## src/design/esa_pkg.sv

```systemverilog
// Shared types, sizes and codes for the entity slot allocator.
package esa_pkg;

	localparam int NUM_SLOTS      = 1024;
	localparam int NUM_ARCHETYPES = 32;
	localparam int MAX_ROWS       = 4096;
	localparam int MAP_WORD_BITS  = 32;
	localparam int MAP_WORDS      = (NUM_SLOTS + MAP_WORD_BITS - 1) / MAP_WORD_BITS;

	localparam int SLOT_W  = $clog2(NUM_SLOTS);
	localparam int WORD_W  = $clog2(MAP_WORDS);
	localparam int BIT_W   = $clog2(MAP_WORD_BITS);
	localparam int ARCH_W  = $clog2(NUM_ARCHETYPES);
	localparam int ROW_W   = $clog2(MAX_ROWS);
	localparam int CNT_W   = ROW_W + 1;
	localparam int FREE_W  = SLOT_W + 1;
	localparam int GEN_W   = 32;
	localparam int LOC_W   = ARCH_W + ROW_W;
	localparam int IN_W    = 32;
	localparam int OUT_W   = 96;

	localparam logic [2:0] CMD_CREATE  = 3'd0;
	localparam logic [2:0] CMD_DESTROY = 3'd1;
	localparam logic [2:0] CMD_TEMP    = 3'd2;
	localparam logic [2:0] CMD_CLEAR   = 3'd3;
	localparam logic [2:0] CMD_SET     = 3'd4;

	localparam logic [1:0] STAT_OK      = 2'd0;
	localparam logic [1:0] STAT_NO_SLOT = 2'd1;
	localparam logic [1:0] STAT_FULL    = 2'd2;

	typedef enum logic [2:0] {
		OP_CREATE, OP_DESTROY, OP_TEMP, OP_CLEAR, OP_SET, OP_NONE
	} op_t;

	typedef struct packed {
		op_t               op;
		logic [ARCH_W-1:0] arch;
		logic [SLOT_W-1:0] slot;
		logic [CNT_W-1:0]  row_count;
	} item_t;

	typedef struct packed {
		logic clearing;
		logic pop;
	} back_ctl_t;

	typedef enum logic [2:0] {
		S_CLEAR, S_IDLE, S_FETCH, S_SCAN, S_GEN, S_DROWS
	} state_t;

	function automatic logic [BIT_W-1:0] lowest_bit(input logic [MAP_WORD_BITS-1:0] w);
		logic [BIT_W-1:0] r;
		r = '0;
		for (int i = MAP_WORD_BITS - 1; i >= 0; i--)
			if (w[i])
				r = BIT_W'(i);
		return r;
	endfunction

endpackage

```

## src/design/esa_front.sv

```systemverilog
// Front end: accepts command transactions, decodes them, two-entry queue.
module esa_front (
	input  logic                  clk,
	input  logic                  arst_n,
	input  logic                  s_tvalid,
	output logic                  s_tready,
	input  logic [31:0]           s_tdata,   // cmd[2:0], archetype, slot, row_count, zero pad
	input  esa_pkg::back_ctl_t    ctl,
	output logic                  item_valid,
	output esa_pkg::item_t        item
);
	import esa_pkg::*;

	item_t      buf_q [2];
	logic       wr_q, rd_q;
	logic [1:0] cnt_q;
	item_t      dec;
	logic       push;

	always_comb begin
		dec.arch      = s_tdata[7:3];
		dec.slot      = s_tdata[17:8];
		dec.row_count = s_tdata[30:18];
		case (s_tdata[2:0])
			CMD_CREATE:  dec.op = OP_CREATE;
			CMD_DESTROY: dec.op = OP_DESTROY;
			CMD_TEMP:    dec.op = OP_TEMP;
			CMD_CLEAR:   dec.op = OP_CLEAR;
			CMD_SET:     dec.op = OP_SET;
			default:     dec.op = OP_NONE;
		endcase
	end

	assign s_tready   = (cnt_q != 2'd2) && !ctl.clearing;
	assign push       = s_tvalid && s_tready;
	assign item_valid = cnt_q != 2'd0;
	assign item       = buf_q[rd_q];

	always_ff @(posedge clk) begin
		if (push)
			buf_q[wr_q] <= dec;
	end

	always_ff @(posedge clk or negedge arst_n) begin
		if (!arst_n) begin
			wr_q  <= 1'b0;
			rd_q  <= 1'b0;
			cnt_q <= 2'd0;
		end else begin
			if (push)
				wr_q <= ~wr_q;
			if (ctl.pop)
				rd_q <= ~rd_q;
			cnt_q <= cnt_q + 2'(push) - 2'(ctl.pop);
		end
	end
endmodule

```

## config.mk

```make
export PLATFORM = sky130hd
export DESIGN_NAME = esa_front
export DESIGN_NICKNAME = d
export VERILOG_FILES = /design/src/design/esa_pkg.sv /design/src/design/esa_front.sv
export SDC_FILE = /design/constraint.sdc
export NUM_CORES = 1
export LEC_CHECK = 0
export BUFFER_PORTS_ARGS = -buffer_cell sky130_fd_sc_hd__buf_2
export CAP_MARGIN = 20
export CORE_MARGIN = 2
export CORE_UTILIZATION = 45
export DETAILED_ROUTE_END_ITERATION = 16
export PLACE_DENSITY = 0.73
export SLEW_MARGIN = 20
export SYNTH_ARGS = -nofsm -noshare
export SYNTH_HDL_FRONTEND = slang
export SYNTH_SLANG_ARGS = --single-unit
```

## constraint.sdc

```tcl
create_clock -name clk -period 2.3 [get_ports clk]
set_input_delay 0.115 -clock clk [delete_from_list [all_inputs] [get_ports clk]]
set_output_delay 0.115 -clock clk [all_outputs]
set_load 0.005 [all_outputs]
```

# --- Word-level counts from Yosys, hierarchy flattened ---
# Memory sizes are Yosys's and may differ from the RTL's.
# Index checks and enable logic that the tools add are counted.
totals:
  elab_cells: 21
  n_memories: 1
  output_inout_bits: 33
  ramBits: 62
  input_bits: 37
  regBits: 4
classes:
  n_reduce_logical: 5
  n_eq_ne: 5
  addsub: 2
  bitwise_logic: 2
  n_mux: 3
memory_table:
  columns: ["memory", "words", "width", "read_ports", "rd_clocked_by_memory_dff", "wr", "line_no", "text"]
  rows:
  - ["buf_q", 2, 31, 1, 0, 1, "esa_front.sv:14", "item_t buf_q [2];"]
ops:
  columns: ["op", "n"]
  rows:
  - ["one-hot mux 3 bit (5 select lines)", 1]
  - ["== test 3 x 2 -> 1 bit (second input constant)", 2]
  - ["== test 3 x 1 -> 1 bit (second input constant)", 1]
  - ["== test 3 bit (second input constant)", 1]
  - ["zero test 3 bit", 1]
  - ["adder 2 x 1 -> 2 bit", 1]
  - ["logical AND 1 bit", 2]
  - ["two-way mux 1 bit", 2]
  - ["!= test 2 bit (second input constant)", 1]
  - ["NOT 1 bit", 2]
  - ["nonzero test 2 bit", 1]
  - ["subtractor 2 x 1 -> 2 bit", 1]
  - ["zero test 1 bit", 1]

# --- Longest topological paths before layout ---
depth:
  depth_word: 5
  mapped_depth: 7
  ltp_nobuf: 7

# --- Least setup slack after synthesis ---
# Ideal clock, no wire load.
synth_timing:
  path_kind: "register -> register"
  startpoint: "register cnt_q[1]"
  endpoint: "memory buf_q[0][0] (netlist bit), enable pin"
  setup_ns: 0.419
  required_time_ns: 1.881
  stages_incl_launch_ff: 3
  arrival_ns: 2.081
  path_slack_ns: -0.200
  n_path_buf: 0
  synth_period_minus_slack_ns: 2.500
  path_cell_list: "dfrtp_1 a211o_4 nor2_1"
synth_via:
  elab_chain_len: 5
synth_lines:
  columns: ["element", "line_no", "text"]
  rows:
  - ["start, declared", "esa_front.sv:16", "logic [1:0] cnt_q;"]
  - ["start signal, assigned", "esa_front.sv:54", "cnt_q <= cnt_q + 2'(push) - 2'(ctl.pop);"]
  - ["!= test 2 bit", "esa_front.sv:34", "assign s_tready = (cnt_q != 2'd2) && !ctl.clearing;"]
  - ["logical AND 1 bit", "esa_front.sv:34", null]
  - ["logical AND 1 bit", "esa_front.sv:35", "assign push = s_tvalid && s_tready;"]
  - ["two-way mux 1 bit", "esa_front.sv:40", "if (push)"]
  - ["two-way mux 1 bit (implied by the code)", "esa_front.sv:41", "buf_q[wr_q] <= dec;"]
  - ["end, declared", "esa_front.sv:14", null]
# No other way between the ends.

==> flow_results.xml <==
<?xml version="1.0" encoding="UTF-8"?>
<metrics>
  <group name="setup_path">
    <metric name="path_max_fanout" unit="">19</metric>
    <metric name="critical_path.n_buffers_inverters" unit="">2</metric>
    <metric name="cp_delay_by_family_top" unit="">flip-flops</metric>
    <metric name="crit_path_start_kind" unit="">flop</metric>
    <metric name="worstPathRequired" unit="ns">2.18</metric>
    <metric name="cp_slowest_stage_delay" unit="ns">0.65</metric>
    <metric name="slowest_stage" unit="">sky130_fd_sc_hd__dfrtp_2</metric>
    <metric name="worstPathCellList" unit="">buf_12 -&gt; mux2_2 -&gt; buf_2</metric>
    <metric name="endpoint_kind" unit="">output port</metric>
    <metric name="timing.setup.critical_path_class" unit="">flop to output port</metric>
    <metric name="critical_path_arrival" unit="ns">1.71</metric>
  </group>
  <group name="sta">
    <metric name="final-max-slew-violation-count" unit="">0</metric>
    <metric name="setup-violations-final" unit="">0</metric>
    <metric name="period_minus_slack" unit="ns">1.83</metric>
    <metric name="layout_worst_path_cycle_share" unit="%">79.4</metric>
    <metric name="hold_slack" unit="ns">0.0933</metric>
    <metric name="finalWorstSetupSlack" unit="ns">0.474</metric>
    <metric name="worst_clock_skew" unit="ns">0.00640</metric>
    <metric name="worst_pin_slew" unit="ns">0.452</metric>
    <metric name="grt_setup_unrepaired" unit="">false</metric>
    <metric name="number_of_failing_hold_endpoints_at_the_final_stage" unit="">0</metric>
    <metric name="max_slew_margin" unit="%">69.9</metric>
    <metric name="achievable_clock_frequency" unit="GHz">0.548</metric>
  </group>
  <group name="synth">
    <metric name="syn-cell-area" unit="sq um">2630</metric>
    <metric name="synth.yosys.warnings" unit="">0</metric>
    <metric name="post_syn_nets" unit="">158</metric>
    <metric name="netlist_instances" unit="">119</metric>
    <metric name="syn_area_per_cell" unit="sq um">22.1</metric>
    <metric name="netlist_cell_types" unit="">18</metric>
    <metric name="synth.ff_latch_count" unit="">66</metric>
    <metric name="post_synth_main_area_contributors" unit="">sky130_fd_sc_hd__edfxtp_1 (71%), sky130_fd_sc_hd__mux2_4 (17%), sky130_fd_sc_hd__dfrtp_1 (3.8%), sky130_fd_sc_hd__buf_12 (2.3%), sky130_fd_sc_hd__ha_1 (0.95%)</metric>
    <metric name="synth.yosys.seq_area_share" unit="%">74.7</metric>
    <metric name="synth_area_leader_cell" unit="">sky130_fd_sc_hd__edfxtp_1</metric>
    <metric name="synthDominantCellAreaShare" unit="%">70.9</metric>
  </group>
  <group name="pwr">
    <metric name="switching_power" unit="uW">928</metric>
    <metric name="report.power.total" unit="mW">3.67</metric>
    <metric name="swShare" unit="%">25.3</metric>
    <metric name="worst_ir_drop_vdd" unit="uV">674</metric>
    <metric name="combinationalPowerShare" unit="%">28.1</metric>
    <metric name="power.density" unit="nW/um^2">1030</metric>
    <metric name="p_leak" unit="nW">1.46</metric>
    <metric name="power_frac_clock" unit="%">27.3</metric>
    <metric name="internal_power" unit="mW">2.74</metric>
    <metric name="power.sequential.fraction" unit="%">44.7</metric>
  </group>
  <group name="placement">
    <metric name="port_buffers" unit="">68</metric>
    <metric name="post-dp-hpwl" unit="microns">2760</metric>
    <metric name="gp_routability_congestion" unit="">0.715</metric>
    <metric name="detailedPlace.worstSlack" unit="ns">0.565</metric>
    <metric name="post-place-cells" unit="">259</metric>
    <metric name="dpl_cell_area" unit="sq um">3050</metric>
  </group>
  <group name="routing">
    <metric name="routed_wl" unit="microns">4440</metric>
    <metric name="vias" unit="">1402</metric>
    <metric name="detail_route.first_pass.iterations" unit="">4</metric>
    <metric name="postRouteAntennaNets" unit="">0</metric>
    <metric name="detail_route.vias_per_cell" unit="">4.58</metric>
    <metric name="drt_drc_violations_left" unit="">0</metric>
    <metric name="wl_per_cell" unit="microns">14.5</metric>
    <metric name="detailedRoute.firstIterationViolations" unit="">65</metric>
  </group>
  <group name="die">
    <metric name="floorplan.initialDensity" unit="%">47.1</metric>
    <metric name="die-height" unit="microns">80.4</metric>
    <metric name="num_rows" unit="">27</metric>
    <metric name="die_area" unit="sq um">6470</metric>
    <metric name="fp.coreArea" unit="sq um">5570</metric>
    <metric name="ios" unit="">70</metric>
    <metric name="die_width" unit="microns">80.4</metric>
  </group>
  <group name="grt">
    <metric name="grt_first_pass_wirelength" unit="microns">6930</metric>
    <metric name="grt.overflow.total" unit="">0</metric>
    <metric name="grt.total_usage" unit="%">15.3</metric>
    <metric name="antenna_violations_before_repair" unit="">0</metric>
    <metric name="grt_max_degree" unit="">20</metric>
    <metric name="first_global_vias" unit="">1525</metric>
  </group>
  <group name="final_layout">
    <metric name="multi_input_area" unit="sq um">591</metric>
    <metric name="filler_cell_count" unit="">403</metric>
    <metric name="final_design_area_no_fill" unit="sq um">3570</metric>
    <metric name="flip_flop_and_latch_area" unit="sq um">1960</metric>
    <metric name="diodes" unit="">0</metric>
    <metric name="instances_no_fill" unit="">306</metric>
    <metric name="finalNetCount" unit="">268</metric>
    <metric name="drive_above_1_share" unit="%">52.6</metric>
    <metric name="synthToLayoutAreaGrowth" unit="%">35.8</metric>
  </group>
  <group name="cts">
    <metric name="clock_tree.htree_level_count" unit="">3</metric>
    <metric name="tritoncts.num_buffers" unit="">9</metric>
    <metric name="tritoncts_num_sinks" unit="">66</metric>
    <metric name="clk-insertion-delay-late" unit="ns">0.33</metric>
    <metric name="clk_pin_slew" unit="ns">0.06</metric>
    <metric name="cts-root-buf" unit="">sky130_fd_sc_hd__clkbuf_8</metric>
    <metric name="cts_tree" unit="">yes</metric>
    <metric name="cts.path.max_buffers" unit="">2</metric>
  </group>
  <group name="run">
    <metric name="maxCapViolCount" unit="">0</metric>
  </group>
  <group name="run_status">
    <metric name="status" unit="">complete, no violations</metric>
  </group>
  <group name="min_path">
    <metric name="worstHoldPathType" unit="">input pin to flop</metric>
  </group>
</metrics>
## path summary, 6_finish.rpt
path                                 start            to  slack [ns]  cells past startpoint
max in group asynchronous           arst_n          rd_q        2.02                      2
worst min-delay path            s_tdata[0]  buf_q[1][28]        0.09                      2
worst max-delay path                  rd_q       item[0]        0.47                      3
worst max register to register    cnt_q[0]      cnt_q[1]        0.57                      7
min in group asynchronous           arst_n          wr_q        0.14                      2
worst min register to register    cnt_q[1]      cnt_q[1]        0.54                      1
## cell families after synthesis
group	after synthesis	share of synthesized area, %
mux	31	17.4
xor+xnor	4	1.62
simple gates	4	0.762
flops	66	74.7
buf+inv	9	3.43
fa+ha+maj	2	0.952
compound gates	3	1.14
## what timing repair did
| action | 4_1_cts | 5_1_grt |
|---|---|---|
| setup endpoints to repair | 0 | 0 |
| setup buffers | 0 | 0 |
| endpoints found under the hold margin | 63 | 0 |
| hold buffers | 31 | 0 |
| resized for setup | 0 | 0 |
## metrics by stage
step                utilization, %  setup TNS [ns]
detailed placement            54.7               0
CTS                           64.0               0
floorplan                        -          -12.38
global placement              54.7               0
global route                  64.0               0
finish                        64.0               0
## layer usage
| layer | global-route usage [%] | vias up | routed length [microns] |
|---|---|---|---|
| li1 | - | 671 | - |
| met1 | 16.8 | 662 | 1810 |
| met2 | 26.0 | 60 | 2290 |
| met3 | 5.51 | 9 | 286 |
| met4 | 7.63 | 0 | 59 |
| met5 | 0 | - | 0 |
## area by class of cell
| class | count | area share (%) |
|---|---|---|
| clock buffers | 9 | 3.47 |
| clock inverters | 7 | 2.35 |
| well taps | 72 | 2.53 |
| repair buffers | 104 | 19.6 |
| flip-flops and latches | 66 | 55.0 |
| multi-input cells | 44 | 16.6 |
| inverters | 4 | 0.421 |
## power by group through the flow
stage,combinational [mW],sequential (mW),clock (mW)
after floorplan,0.811,1.59,0
after global placement,0.979,1.65,0
after detailed placement,1.00,1.67,0
after CTS,1.05,1.64,1.03
after global routing,1.11,1.66,1.09
final,1.03,1.64,1.00
## flip-flops by register name (all words and copies together), names as in the netlist
| name | count |
|---|---|
| buf_q | 62 |
| rd_q | 1 |
| wr_q | 1 |
| cnt_q | 2 |
## synth_stat cells, drive strengths merged
cell type / number
ha: 2
inv: 4
nor2b: 1
clkbuf: 1
mux2: 31
a21o: 1
xor2: 1
a211o: 1
a21oi: 1
or2: 1
xnor2: 3
edfxtp: 62
nor2: 2
buf: 4
dfrtp: 4
## cell usage in the layout (no fill, tap or decap)
cell type                       instances
sky130_fd_sc_hd__a211o_4                1
sky130_fd_sc_hd__xnor2_1                2
sky130_fd_sc_hd__dfrtp_1                3
sky130_fd_sc_hd__clkinvlp_4             1
sky130_fd_sc_hd__xor2_1                 1
sky130_fd_sc_hd__buf_12                 1
sky130_fd_sc_hd__mux2_4                29
sky130_fd_sc_hd__nor2_4                 2
sky130_fd_sc_hd__dfrtp_2                1
sky130_fd_sc_hd__inv_1                  4
sky130_fd_sc_hd__clkinv_2               1
sky130_fd_sc_hd__dlygate4sd3_1         31
sky130_fd_sc_hd__xnor2_2                1
sky130_fd_sc_hd__a21o_1                 1
sky130_fd_sc_hd__buf_2                 68
sky130_fd_sc_hd__edfxtp_1              62
sky130_fd_sc_hd__bufinv_16              2
sky130_fd_sc_hd__clkbuf_8               9
sky130_fd_sc_hd__mux2_2                 2
sky130_fd_sc_hd__or2_2                  1
sky130_fd_sc_hd__buf_4                  4
sky130_fd_sc_hd__nor2b_1                1
sky130_fd_sc_hd__ha_1                   2
sky130_fd_sc_hd__a21oi_1                1
sky130_fd_sc_hd__clkinv_1               3
No activity file was read; power rests on OpenSTA's default activity.
